File: config.mk
export PLATFORM = sky130hd
export DESIGN_NAME = midpoint_line_rasterizer_flat
export DESIGN_NICKNAME = d
export VERILOG_FILES = /design/src/hdl/mlr_pkg.sv /design/src/hdl/mlr_cmd_if.sv /design/src/hdl/mlr_pix_if.sv /design/src/hdl/mlr_step.sv /design/src/hdl/midpoint_line_rasterizer.sv /design/src/flat_wrapper.sv
export SDC_FILE = /design/constraint.sdc
export NUM_CORES = 1
export LEC_CHECK = 0
export CAP_MARGIN = 15
export CORE_ASPECT_RATIO = 0.75
export CORE_UTILIZATION = 40
export CTS_CLUSTER_SIZE = 25
export DETAILED_ROUTE_END_ITERATION = 7
export DONT_BUFFER_PORTS = 1
export PLACE_DENSITY = 0.53
export SLEW_MARGIN = 15
export SYNTH_ARGS = -nofsm -noshare
export SYNTH_HDL_FRONTEND = slang
export SYNTH_SLANG_ARGS = --single-unit
export TNS_END_PERCENT = 30
File: constraint.sdc
create_clock -name clk -period 13.6 [get_ports clk]
set_input_delay 0.68 -clock clk [delete_from_list [all_inputs] [get_ports clk]]
set_output_delay 0.68 -clock clk [all_outputs]
set_load 0.005 [all_outputs]
File: src/hdl/mlr_pkg.sv
`timescale 1ns / 1ps
`default_nettype none
// ----------------------------------------------------------------------------
// Midpoint line rasteriser package
// Field widths, the octant code and the control word of the stepping unit.
// ----------------------------------------------------------------------------
package mlr_pkg;

    localparam int FIELD_W = 6;

    typedef enum logic [1:0] {
        OCT_SHALLOW_RISE,
        OCT_STEEP_RISE,
        OCT_SHALLOW_FALL,
        OCT_STEEP_FALL
    } octant_t;

    typedef struct packed {
        logic    load;
        logic    advance;
        octant_t octant;
    } step_ctrl_t;

endpackage
`default_nettype wire

File: src/hdl/mlr_cmd_if.sv
`timescale 1ns / 1ps
`default_nettype none
// ----------------------------------------------------------------------------
// Line command channel
// Valid/ready channel that carries the two endpoints of one line.
// ----------------------------------------------------------------------------
interface mlr_cmd_if;
    logic                              valid;
    logic                              ready;
    logic signed [mlr_pkg::FIELD_W-1:0] start_x;
    logic signed [mlr_pkg::FIELD_W-1:0] start_y;
    logic signed [mlr_pkg::FIELD_W-1:0] end_x;
    logic signed [mlr_pkg::FIELD_W-1:0] end_y;

    modport source (output valid, start_x, start_y, end_x, end_y, input ready);
    modport sink (input valid, start_x, start_y, end_x, end_y, output ready);
endinterface
`default_nettype wire

File: src/hdl/mlr_pix_if.sv
`timescale 1ns / 1ps
`default_nettype none
// ----------------------------------------------------------------------------
// Pixel channel
// Valid/ready channel that carries one pixel of a line and its end marker.
// ----------------------------------------------------------------------------
interface mlr_pix_if;
    logic                              valid;
    logic                              ready;
    logic signed [mlr_pkg::FIELD_W-1:0] pixel_x;
    logic signed [mlr_pkg::FIELD_W-1:0] pixel_y;
    logic                              last;

    modport source (output valid, pixel_x, pixel_y, last, input ready);
    modport sink (input valid, pixel_x, pixel_y, last, output ready);
endinterface
`default_nettype wire

File: src/hdl/mlr_step.sv
`timescale 1ns / 1ps
`default_nettype none
// ----------------------------------------------------------------------------
// Midpoint stepping unit
// Holds the current pixel, the decision variable and the count of steps left,
// and moves one pixel along the line on each advance.
// ----------------------------------------------------------------------------
module mlr_step #(
    parameter int COORD_BITS = 6
) (
    input  wire                         clk,
    input  wire                         rst_n,
    input  wire mlr_pkg::step_ctrl_t    ctrl,
    input  wire logic signed [COORD_BITS-1:0] x_init,
    input  wire logic signed [COORD_BITS-1:0] y_init,
    input  wire logic signed [COORD_BITS+3:0] d_init,
    input  wire logic signed [COORD_BITS+3:0] inc_taken,
    input  wire logic signed [COORD_BITS+3:0] inc_kept,
    input  wire logic        [COORD_BITS-1:0] steps,
    output logic signed [COORD_BITS-1:0]      x,
    output logic signed [COORD_BITS-1:0]      y,
    output logic                              done
);

    localparam int DW = COORD_BITS + 4;

    mlr_pkg::octant_t        oct_reg;
    logic signed [COORD_BITS-1:0] x_reg, x_next;
    logic signed [COORD_BITS-1:0] y_reg, y_next;
    logic signed [DW-1:0]    d_reg, d_next;
    logic signed [DW-1:0]    inc_t_reg, inc_k_reg;
    logic [COORD_BITS-1:0]   left_reg;
    logic                    taken;
    logic                    d_neg;
    logic                    d_zero;

    assign d_neg  = d_reg[DW-1];
    assign d_zero = (d_reg == '0);

    always_comb
    begin
        unique case (oct_reg)
            mlr_pkg::OCT_SHALLOW_RISE: taken = d_neg;
            mlr_pkg::OCT_STEEP_RISE:   taken = !d_neg && !d_zero;
            mlr_pkg::OCT_SHALLOW_FALL: taken = !d_neg;
            default:                   taken = d_neg || d_zero;
        endcase
    end

    always_comb
    begin
        unique case (oct_reg)
            mlr_pkg::OCT_SHALLOW_RISE:
            begin
                x_next = x_reg + COORD_BITS'(1);
                y_next = taken ? y_reg + COORD_BITS'(1) : y_reg;
            end
            mlr_pkg::OCT_STEEP_RISE:
            begin
                x_next = taken ? x_reg + COORD_BITS'(1) : x_reg;
                y_next = y_reg + COORD_BITS'(1);
            end
            mlr_pkg::OCT_SHALLOW_FALL:
            begin
                x_next = x_reg + COORD_BITS'(1);
                y_next = taken ? y_reg - COORD_BITS'(1) : y_reg;
            end
            default:
            begin
                x_next = taken ? x_reg + COORD_BITS'(1) : x_reg;
                y_next = y_reg - COORD_BITS'(1);
            end
        endcase
        d_next = d_reg + (taken ? inc_t_reg : inc_k_reg);
    end

    always_ff @(posedge clk or negedge rst_n)
    begin
        if (!rst_n)
        begin
            oct_reg  <= mlr_pkg::OCT_SHALLOW_RISE;
            left_reg <= '0;
        end
        else if (ctrl.load)
        begin
            oct_reg  <= ctrl.octant;
            left_reg <= steps;
        end
        else if (ctrl.advance)
        begin
            left_reg <= left_reg - COORD_BITS'(1);
        end
    end

    always_ff @(posedge clk)
    begin
        if (ctrl.load)
        begin
            x_reg     <= x_init;
            y_reg     <= y_init;
            d_reg     <= d_init;
            inc_t_reg <= inc_taken;
            inc_k_reg <= inc_kept;
        end
        else if (ctrl.advance)
        begin
            x_reg <= x_next;
            y_reg <= y_next;
            d_reg <= d_next;
        end
    end

    assign x    = x_reg;
    assign y    = y_reg;
    assign done = (left_reg == '0);

endmodule
`default_nettype wire

File: src/hdl/midpoint_line_rasterizer.sv
`timescale 1ns / 1ps
`default_nettype none
// ----------------------------------------------------------------------------
// Midpoint line rasteriser
// Takes a line command with two signed endpoints and emits every pixel of
// the line in order by the midpoint method, marking the final pixel.
// ----------------------------------------------------------------------------
// A line command is taken only while the block is idle. After the transaction
// the endpoints are ordered in ST_ORDER, and in ST_PLAN the octant, the
// starting decision value and its updates are set; the stepping unit then
// gives one pixel per cycle while the pixel channel does not stall, and a
// line of N pixels (N up to 2**COORD_BITS) keeps the block busy until its
// final pixel is emitted. Only the low COORD_BITS bits of each coordinate are
// used; pixels come out in the low COORD_BITS bits with the upper bits cleared.
module midpoint_line_rasterizer #(
    parameter int COORD_BITS = 6
) (
    input  wire        clk,
    input  wire        rst_n,
    mlr_cmd_if.sink    cmd,
    mlr_pix_if.source  pix
);

    localparam int CW = COORD_BITS;
    localparam int DW = COORD_BITS + 4;

    typedef enum logic [1:0] {
        ST_IDLE,
        ST_ORDER,
        ST_PLAN,
        ST_RUN
    } state_t;

    state_t                  state_reg;
    logic signed [CW-1:0]    sx_reg, sy_reg, ex_reg, ey_reg;
    logic signed [CW-1:0]    x0_reg, y0_reg;
    logic signed [CW:0]      dx_reg, dy_reg;
    logic                    swap;
    logic signed [CW-1:0]    x0_next, y0_next, x1_next, y1_next;
    logic signed [CW:0]      ady;
    logic                    shallow;
    logic signed [DW-1:0]    a_ext, b_ext;
    logic signed [DW-1:0]    d_init, inc_taken, inc_kept;
    logic [CW:0]             steps_wide;
    mlr_pkg::octant_t        octant;
    mlr_pkg::step_ctrl_t     ctrl;
    logic signed [CW-1:0]    step_x, step_y;
    logic                    step_done;
    logic                    emit;
    logic                    out_valid_reg;
    logic [mlr_pkg::FIELD_W-1:0] px_reg, py_reg;
    logic                    last_reg;

    assign swap = (ex_reg < sx_reg) || ((ex_reg == sx_reg) && (ey_reg < sy_reg));

    always_comb
    begin
        x0_next = swap ? ex_reg : sx_reg;
        y0_next = swap ? ey_reg : sy_reg;
        x1_next = swap ? sx_reg : ex_reg;
        y1_next = swap ? sy_reg : ey_reg;
    end

    always_comb
    begin
        ady     = dy_reg[CW] ? -dy_reg : dy_reg;
        shallow = (ady <= dx_reg);
        a_ext   = -DW'(dy_reg);
        b_ext   = DW'(dx_reg);
        if (!dy_reg[CW])
        begin
            octant = shallow ? mlr_pkg::OCT_SHALLOW_RISE : mlr_pkg::OCT_STEEP_RISE;
        end
        else
        begin
            octant = shallow ? mlr_pkg::OCT_SHALLOW_FALL : mlr_pkg::OCT_STEEP_FALL;
        end
        unique case (octant)
            mlr_pkg::OCT_SHALLOW_RISE:
            begin
                d_init    = (a_ext <<< 1) + b_ext;
                inc_taken = (a_ext + b_ext) <<< 1;
                inc_kept  = a_ext <<< 1;
            end
            mlr_pkg::OCT_STEEP_RISE:
            begin
                d_init    = a_ext + (b_ext <<< 1);
                inc_taken = (a_ext + b_ext) <<< 1;
                inc_kept  = b_ext <<< 1;
            end
            mlr_pkg::OCT_SHALLOW_FALL:
            begin
                d_init    = (a_ext <<< 1) - b_ext;
                inc_taken = (a_ext - b_ext) <<< 1;
                inc_kept  = a_ext <<< 1;
            end
            default:
            begin
                d_init    = a_ext - (b_ext <<< 1);
                inc_taken = (a_ext - b_ext) <<< 1;
                inc_kept  = -(b_ext <<< 1);
            end
        endcase
        steps_wide = shallow ? $unsigned(dx_reg) : $unsigned(ady);
    end

    assign emit = (state_reg == ST_RUN) && (!out_valid_reg || pix.ready);

    always_comb
    begin
        ctrl.load    = (state_reg == ST_PLAN);
        ctrl.advance = emit && !step_done;
        ctrl.octant  = octant;
    end

    mlr_step #(
        .COORD_BITS (COORD_BITS)
    ) u_step (
        .clk       (clk),
        .rst_n     (rst_n),
        .ctrl      (ctrl),
        .x_init    (x0_reg),
        .y_init    (y0_reg),
        .d_init    (d_init),
        .inc_taken (inc_taken),
        .inc_kept  (inc_kept),
        .steps     (steps_wide[CW-1:0]),
        .x         (step_x),
        .y         (step_y),
        .done      (step_done)
    );

    always_ff @(posedge clk or negedge rst_n)
    begin
        if (!rst_n)
        begin
            state_reg     <= ST_IDLE;
            out_valid_reg <= 1'b0;
            px_reg        <= '0;
            py_reg        <= '0;
            last_reg      <= 1'b0;
        end
        else
        begin
            if (emit)
            begin
                out_valid_reg <= 1'b1;
                px_reg        <= mlr_pkg::FIELD_W'($unsigned(step_x));
                py_reg        <= mlr_pkg::FIELD_W'($unsigned(step_y));
                last_reg      <= step_done;
            end
            else if (pix.ready)
            begin
                out_valid_reg <= 1'b0;
            end
            unique case (state_reg)
                ST_IDLE:
                begin
                    if (cmd.valid)
                    begin
                        state_reg <= ST_ORDER;
                    end
                end
                ST_ORDER:
                begin
                    state_reg <= ST_PLAN;
                end
                ST_PLAN:
                begin
                    state_reg <= ST_RUN;
                end
                ST_RUN:
                begin
                    if (emit && step_done)
                    begin
                        state_reg <= ST_IDLE;
                    end
                end
                default:
                begin
                    state_reg <= ST_IDLE;
                end
            endcase
        end
    end

    always_ff @(posedge clk)
    begin
        if ((state_reg == ST_IDLE) && cmd.valid)
        begin
            sx_reg <= cmd.start_x[CW-1:0];
            sy_reg <= cmd.start_y[CW-1:0];
            ex_reg <= cmd.end_x[CW-1:0];
            ey_reg <= cmd.end_y[CW-1:0];
        end
        if (state_reg == ST_ORDER)
        begin
            x0_reg <= x0_next;
            y0_reg <= y0_next;
            dx_reg <= (CW+1)'(x1_next) - (CW+1)'(x0_next);
            dy_reg <= (CW+1)'(y1_next) - (CW+1)'(y0_next);
        end
    end

    assign cmd.ready   = (state_reg == ST_IDLE);
    assign pix.valid   = out_valid_reg;
    assign pix.pixel_x = px_reg;
    assign pix.pixel_y = py_reg;
    assign pix.last    = last_reg;

endmodule
`default_nettype wire

File: src/flat_wrapper.sv
// flat-port wrapper written by rule: the top's interface ports become plain ports
module midpoint_line_rasterizer_flat 
#(
    parameter int COORD_BITS = 6
)
  (clk, rst_n, cmd_valid, cmd_start_x, cmd_start_y, cmd_end_x, cmd_end_y, cmd_ready, pix_valid, pix_pixel_x, pix_pixel_y, pix_last, pix_ready);
  mlr_cmd_if cmd_i ();
  mlr_pix_if pix_i ();
  input  wire clk;
  input  wire rst_n;
  input wire logic [$bits(cmd_i.valid)-1:0] cmd_valid;
  input wire logic [$bits(cmd_i.start_x)-1:0] cmd_start_x;
  input wire logic [$bits(cmd_i.start_y)-1:0] cmd_start_y;
  input wire logic [$bits(cmd_i.end_x)-1:0] cmd_end_x;
  input wire logic [$bits(cmd_i.end_y)-1:0] cmd_end_y;
  output wire logic [$bits(cmd_i.ready)-1:0] cmd_ready;
  output wire logic [$bits(pix_i.valid)-1:0] pix_valid;
  output wire logic [$bits(pix_i.pixel_x)-1:0] pix_pixel_x;
  output wire logic [$bits(pix_i.pixel_y)-1:0] pix_pixel_y;
  output wire logic [$bits(pix_i.last)-1:0] pix_last;
  input wire logic [$bits(pix_i.ready)-1:0] pix_ready;
  assign cmd_i.valid = cmd_valid;
  assign cmd_i.start_x = cmd_start_x;
  assign cmd_i.start_y = cmd_start_y;
  assign cmd_i.end_x = cmd_end_x;
  assign cmd_i.end_y = cmd_end_y;
  assign cmd_ready = cmd_i.ready;
  assign pix_valid = pix_i.valid;
  assign pix_pixel_x = pix_i.pixel_x;
  assign pix_pixel_y = pix_i.pixel_y;
  assign pix_last = pix_i.last;
  assign pix_i.ready = pix_ready;
  midpoint_line_rasterizer #(.COORD_BITS(COORD_BITS)) u_core (.clk(clk), .rst_n(rst_n), .cmd(cmd_i), .pix(pix_i));
endmodule
======== After elaboration in Yosys (flattened, before gate mapping) ========
Index checks and enable logic that the tools add are counted.
word-level totals
  register bits after elaboration ......... 116
  input bits .............................. 28
  output and inout bits ................... 15
  logic and storage cells ................. 110
cells by class
  add/sub/neg operators ................... 16
  magnitude comparators ................... 3
  eq/ne operators ......................... 12
  muxes and demuxes ....................... 32
  reductions and logical operators ........ 27
operators with widths
  cell                                                              count
  6-bit two-way mux                                                 15
  10-bit two-way mux                                                4
  10-bit case mux with 3 select lines                               1
  10-bit case mux with 2 select lines                               1
  6-bit case mux with 3 select lines                                1
  6-bit by 6-bit subtractor with 7-bit output                       2
  6-bit by 2-bit adder with 6-bit output (second input constant)    2
  6-bit less-than comparator                                        2
  10-bit adder                                                      1
  10-bit by 7-bit adder with 10-bit output                          1
  10-bit by 8-bit adder with 10-bit output                          1
  10-bit zero test                                                  1
  7-bit negator with 10-bit output                                  1
  8-bit negator with 10-bit output                                  1
  10-bit by 7-bit subtractor with 10-bit output                     1
  10-bit by 8-bit subtractor with 10-bit output                     1
  9-bit by 7-bit adder with 9-bit output                            1
  9-bit by 7-bit subtractor with 9-bit output                       1
  2-bit == test (second input constant)                             4
  2-bit case mux with 4 select lines                                1
  7-bit less-or-equal comparator                                    1
  7-bit two-way mux                                                 1
  7-bit negator                                                     1
  2-bit by 1-bit == test with 1-bit output (second input constant)  3
  other kinds (18)                                                  41

======== Depth between registers and ports, before layout ========
Gate-level depths: netlist of run 1.
  word-level depth ........................ 8
  depth in mapped cells ................... 22
  gate-level depth less buffers ........... 21

======== Modules after synthesis ========
A second synthesis of run 1 with hierarchy kept.
unflattened totals
  cells, all modules ...................... 814
  area, all modules ....................... 8232.9 um^2
modules (own cells, without submodules)
  module                    instances  cells an instance  area an instance (um^2)
  midpoint_line_rasterizer  1          561                5338.9
  mlr_step                  1          253                2894.0

======== Worst setup path after synthesis of run 1 ========
OpenSTA, ideal clock, no wires.
  path kind ............................... flip-flop to flip-flop
  start ................................... register u_core.dy_reg[0]
  end ..................................... register u_core.u_step.d_reg[8] (data pin)
  data arrival time ....................... 4.326 ns
  setup slack ............................. 9.011 ns
  stages on the path, launching flop included .. 22
  clock period less this slack ............ 4.589 ns
  path through ............................ edfxtp_1 -> inv_1 -> ha_1 -> nand2_1 -> nor3_1 -> ha_1 -> ha_1 -> nand4_1 -> o22ai_1 -> nor2_1 -> o21a_1 -> clkbuf_1 -> mux2_2 -> ha_1 -> a21o_1 -> a21oi_1 -> o21ai_0 -> a2111oi_0 -> nor3_1 -> xor2_1 -> o21ai_0 -> a22oi_1
between the ends
  cells in the longest elaborated chain, start to end .. 8
RTL lines
  what                                         RTL line                                                        text
  start, declared                              midpoint_line_rasterizer.sv:37                                  logic signed [CW:0] dx_reg, dy_reg;
  start signal, assigned                       midpoint_line_rasterizer.sv:201                                 dy_reg <= (CW+1)'(y1_next) - (CW+1)'(y0_next);
  7-bit negator                                midpoint_line_rasterizer.sv:66                                  ady = dy_reg[CW] ? -dy_reg : dy_reg;
  7-bit two-way mux                            midpoint_line_rasterizer.sv:66
  7-bit less-or-equal comparator               midpoint_line_rasterizer.sv:67                                  shallow = (ady <= dx_reg);
  1-bit two-way mux                            midpoint_line_rasterizer.sv:72, midpoint_line_rasterizer.sv:76
  2-bit two-way mux                            midpoint_line_rasterizer.sv:70                                  if (!dy_reg[CW])
  2-bit == test, or another cell as far along  midpoint_line_rasterizer.sv:78                                  unique case (octant)
  10-bit case mux with 3 select lines (*)      midpoint_line_rasterizer.sv:78
  10-bit two-way mux (*)                       mlr_step.sv:97                                                  if (ctrl.load)
  end signal, assigned                         mlr_step.sv:101                                                 d_reg <= d_init;
  end signal, assigned                         mlr_step.sv:109                                                 d_reg <= d_next;
  end, declared                                mlr_step.sv:30                                                  logic signed [DW-1:0] d_reg, d_next;
Every way passes the cells marked *; elsewhere a longest branch is shown, timed or not.
A chain may end at the register's enable or synchronous reset.

======== Final worst setup path of run 1 ========
Same ends and word-level chain as after synthesis.

==> metrics.txt, run 1 <==
status completed; first-pass GRT wire length 29500 um; DRT iter0 DRCs 448; Worst Skew 0.0128 ns; CTS Buf Count 17; total gr overflow 0; number of max-slew violations in the final report 0; via count 5674; # placed instances 1038; DRC Markers 0; Worst-path clk slew 0.07 ns; Final Non-Filler Cells 1071; Worst EP arrival 5.39 ns; Period minus WS final 5.23 ns; Seq/Total Area, Yosys 41.7%; Critical Path Sink Type register; Clk Latency, worst-skew pair 0.42 ns; filler cell count 1833; CTS root buf clkbuf_16; top-count cell post-synth nand2_1; Synth warnings 0; post-place setup slack 8.46 ns; Worst path top cell family by delay compound AO/OA/AOI/OAI gates; DRT Pass-1 Iters 5; CP Data Required Time 13.76 ns; vias per cell 5.30; clk sink count 114; antenna violations before repair 1; crit path cell chain inv_1 -> ha_1 -> nand2_1 -> nor3_1 -> ha_1 -> ha_1 -> nand4_1 -> o22ai_1 -> nor2_1 -> o21a_1 -> mux2_2 -> ha_1 -> a21o_1 -> a21oi_1 -> o21ai_0 -> a2111oi_0 -> nor3_1 -> xor2_1 -> o21ai_0 -> a22oi_1; Rows 44; all-layer global routing usage 19.3%; GPL Wtd Cong 0.873; Die Width 164 um; final WL 18200 um; Max Fclk 191 MHz; instance count of the mapped netlist 804; post-synthesis compound-gate area fraction 13.0%; Syn Area/Cell 9.84 sq um; CTS tree yes; Synth area leader edfxtp_1; max reg flops 10; # setup viols final 0; WS Path Type reg2reg; Area Growth Syn to Fin 11.0%; Synth Area in Adders 13.4%; most numerous cell on the critical path ha_1; slew margin rel. 32.5%; top-area cell type share of the netlist area 34.2%; largest net degree at the start of global routing 64; slowest stage cell, crit path nor3_1; die area 20400 sq um; Seq cells post-synth 114; largest family of logic cells by synthesized area simple AND/OR/NAND/NOR gates; Core Footprint 19400 sq um; top fanout value on the critical path 7; RSZ-0062 raised after global routing false; total I/O pin count 43; simple-gate share of the synthesized area 13.8%; setup TNS 0 ns; H-Tree Depth 4; buffers plus inverters on the worst setup path 1; ys flop type edfxtp_1; Hold Crit Class in2async; wire length per cell 17.0 um; Slew @ Worst Pin 1.01 ns; die height 124 um; ranking of synthesized cells by area edfxtp_1 34%, ha_1 12%, dfrtp_1 7.6%; Max Cap Viol 0; Mapped Nets 913; Post-synth EDFFs 90; DRT antenna net count 0; mapped cell area 7910 sq um; layout cells sized above 1 8.68%; clk buf depth 2; I/O Buffers 0; nets 914; crit path launch type register; asr flop ratio synth 21.1%; n_diodes 0; setup bufs post-CTS 0; hpwl dp 14000 um; setup slack after layout 8.37 ns; initial core utilization 40.8%; CP max stage delay 0.55 ns; multiplexer share of the synthesized area 5.66%; Synth top cells by count 91 x nand2_1, 90 x edfxtp_1, 75 x ha_1; xor and xnor area share after synthesis 7.70%; Distinct cells, synth 61; final cycle utilization of the critical path 38.4%; Hold Vio Cnt, Final 0; vias in the first global route 5566
==> placed cells by master (no fill, tap or decap), types with 12 or more instances in the layout <==
cell type and n:
ha_1 73, inv_1 66, a21oi_1 49, nor3_1 19, xor2_1 19, o21ai_0 54, clkbuf_16 17, nand2_1 91
nand2b_1 13, o21bai_1 12, dfrtp_1 24, xnor2_1 48, edfxtp_1 90, nor2_1 63, mux2i_1 16, nor2b_1 18
mux2_2 20
==> worst paths after layout <==
check                                 startpoint                        end  slack (ns)  depth (start not counted)
max reg2reg                     u_core.dy_reg[0]     u_core.u_step.d_reg[8]        8.37                         20
min in group clk                  cmd_start_x[4]           u_core.sx_reg[4]        0.36                          0
max                             u_core.dy_reg[0]     u_core.u_step.d_reg[8]        8.37                         20
min reg2reg                u_core.pix.pixel_y[1]      u_core.pix.pixel_y[1]        0.51                          2
max in group asynchronous                  rst_n  u_core.u_step.left_reg[0]       13.37                          1
min                                        rst_n      u_core.pix.pixel_y[2]        0.06                          1
==> area by class of cell <==
| type | count | area [sq um] | share of cell area (%) |
|---|---|---|---|
| Tap cell | 253 | 317 | 3.60 |
| Sequential cell | 114 | 3300 | 37.6 |
| Clock buffer | 17 | 425 | 4.84 |
| Multi-Input combinational cell | 597 | 4260 | 48.5 |
| Inverter | 69 | 259 | 2.95 |
| Clock inverter | 15 | 159 | 1.81 |
| Timing Repair Buffer | 6 | 57.6 | 0.655 |
==> routing by layer <==
layer	share of wire, %	global-route usage, %	vias up
met5	0.071	0	-
met1	52	28.8	2657
met3	5.6	4.23	18
met4	0.93	4.47	2
li1	-	-	2841
met2	41	28.1	156
==> through the flow <==
| stage | instance area, sq um | util [%] | hold WS (ns) |
|---|---|---|---|
| after floorplan | 7910 | - | 0.384 |
| after global placement | 8180 | 42.2 | 0.385 |
| after detailed placement | 8180 | 42.2 | 0.385 |
| after CTS | 8780 | 45.3 | 0.0485 |
| after global routing | 8780 | 45.3 | 0.0526 |
| final | 8780 | 45.3 | 0.0616 |
==> timing repair <==
| action | CTS | global route |
|---|---|---|
| hold buffers | 1 | 0 |
| gates resized for setup | 0 | 0 |
| hold endpoints to repair | 24 | 0 |
==> kinds of logic (layout without fill, tap and decap cells) <==
group / Yosys count / after routing
AND/OR/NAND/NOR: 238 / 238
AO/OA/AOI/OAI: 170 / 170
XOR/XNOR: 68 / 68
flip-flops: 114 / 114
buffers and inverters: 93 / 107
multiplexers: 40 / 40
adder cells (fa/ha/maj): 81 / 81
Power of run 1 is left out: the tool's default activity adds up to more than one toggle a clock period on the data nets, which glitch-free logic cannot reach.
==> run 2, diff against run 1 <==
==> constraint.sdc (replaced) <==
create_clock -name clk -period 5.1 [get_ports clk]
set_input_delay 0.255 -clock clk [delete_from_list [all_inputs] [get_ports clk]]
set_output_delay 0.255 -clock clk [all_outputs]
set_load 0.005 [all_outputs]
==> run 2 against run 1 <==
Against the previous run:
- global-route usage is 0.10 points higher
- via count rose by 2.1%
- die area is the same
- highest routed layer is now met4
- design area increased by 3.2%
- wire length is 1.9% higher
==> metrics.txt, run 2 (synthesis results as in run 1) <==
hold path depth 3; via count 5792; RSZ-0062 raised after global routing false; Slew @ Worst Pin 1.02 ns; setup bufs post-CTS 0; crit path cell chain or3_1 -> nor3_2 -> nand2b_1 -> xnor2_1 -> ha_1 -> nand4_1 -> a21oi_1 -> o21a_2 -> mux2_2 -> inv_1 -> fa_1 -> nor2b_1 -> o21ai_1 -> a21boi_0 -> o21a_1 -> o41ai_1 -> xnor3_1 -> nor2b_1 -> a311oi_1; capturing point of the worst reg2reg path u_core.u_step.d_reg[9]; CP Data Required Time 5.34 ns; Area Growth Syn to Fin 14.6%; number of max-slew violations in the final report 0; CTS tree yes; Clk Latency, worst-skew pair 0.43 ns; final cycle utilization of the critical path 93.9%; DRC Markers 0; crit path to u_core.u_step.d_reg[9]; Worst-path clk slew 0.06 ns; reg-to-reg slack, setup 0.31 ns; Core Footprint 19400 sq um; nets 942; total gr overflow 0; Rows 44; antenna violations before repair 0; DRT antenna net count 0; Hold Vio Cnt, Final 0; initial core utilization 40.8%; I/O Buffers 0; all-layer global routing usage 19.4%; Period minus WS final 4.79 ns; Die Width 164 um; CTS Buf Count 17; hpwl dp 14000 um; total I/O pin count 43; slew margin rel. 31.8%; max reg flops 10; largest net degree at the start of global routing 55; CTS root buf clkbuf_16; DRT iter0 DRCs 469; slowest stage cell, crit path edfxtp_1; top fanout value on the critical path 7; die area 20400 sq um; first-pass GRT wire length 29400 um; clk buf depth 2; Worst path top cell family by delay compound AO/OA/AOI/OAI gates; Hold Crit Class in2reg; WS Path Type reg2reg; crit path launch type register; Max Fclk 209 MHz; buffers plus inverters on the worst setup path 1; wire length per cell 16.9 um; Crit path depth 19; GPL Wtd Cong 0.870; Max Cap Viol 0; R2R depth 19; status completed; CP max stage delay 0.48 ns; most common cell after layout, fill and taps aside nand2_1; setup TNS 0 ns; DRT Pass-1 Iters 5; most frequent cells in the layout 91 x nand2_1, 90 x edfxtp_1, 73 x ha_1; Worst EP arrival 5.03 ns; # setup viols final 0; H-Tree Depth 4; CP Launch Point u_core.dy_reg[0]; die height 124 um; FF-to-FF Start u_core.dy_reg[0]; layout cells sized above 1 8.98%; final WL 18600 um; most numerous cell on the critical path nor2b_1; Critical Path Sink Type register; Worst Skew 0.00783 ns; n_diodes 0; clk sink count 114; vias per cell 5.27; vias in the first global route 5525
[run 2: changes by cell type in the layout (fill, tap and decap cells not counted), sizes merged]
cell         before  now
dlygate4sd3       0   25
buf               6    9
clkinvlp          1    0
inv              80   81
[run 2: layer usage]
layer	track usage, %	vias to the layer above	wire length (um)
li1	-	2895	-
met1	28.9	2744	9830
met2	27.6	135	7530
met3	4.33	18	970
met4	5.73	0	249
met5	0	-	0
[run 2: what timing repair did]
action,CTS,global route
endpoints found under the setup margin,0,2
hold buffers,26,0
endpoints found under the hold margin,48,0
gates resized for setup,0,2
[run 2: cell type report]
| class | count | area [sq um] |
|---|---|---|
| Clock buffer | 17 | 425 |
| Tap cell | 253 | 317 |
| Sequential cell | 114 | 3300 |
| Multi-Input combinational cell | 597 | 4270 |
| Clock inverter | 15 | 163 |
| Fill cell | 1779 | 10300 |
| Inverter | 69 | 259 |
| Timing Repair Buffer | 34 | 330 |
[run 2: per-stage QoR]
step | hold WS, ns | area (sq um) | utilization (%) | std cells | setup WS (ns)
after floorplan | -0.0406 | 7910 | - | 804 | 0.511
after global placement | -0.0400 | 8200 | 42.3 | 1041 | 0.349
after detailed placement | -0.0401 | 8200 | 42.3 | 1041 | 0.248
after CTS | 0.125 | 9060 | 46.7 | 1099 | 0.232
after global routing | 0.156 | 9060 | 46.8 | 1099 | 0.0390
final | 0.134 | 9060 | 46.8 | 1099 | 0.311
[run 2: how the worst min path moves through the flow]
stage,slack [ns],startpoint,endpoint
floorplan,-0.04,rst_n,u_core.pix.last
global placement,-0.04,rst_n,u_core.pix.pixel_y[2]
detailed placement,-0.04,rst_n,u_core.pix.pixel_y[2]
CTS,0.12,cmd_valid,u_core.state_reg[1]
global route,0.16,pix_ready,u_core.pix.valid
finish,0.13,cmd_valid,u_core.state_reg[1]
[run 2: tightest hold or removal path: cells and delay by family]
| family | cells | cell delay (ns) |
|---|---|---|
| buf+inv | 1 | 0.04 |
| compound gates | 2 | 0.22 |
Power of run 2 is left out for the same reason.
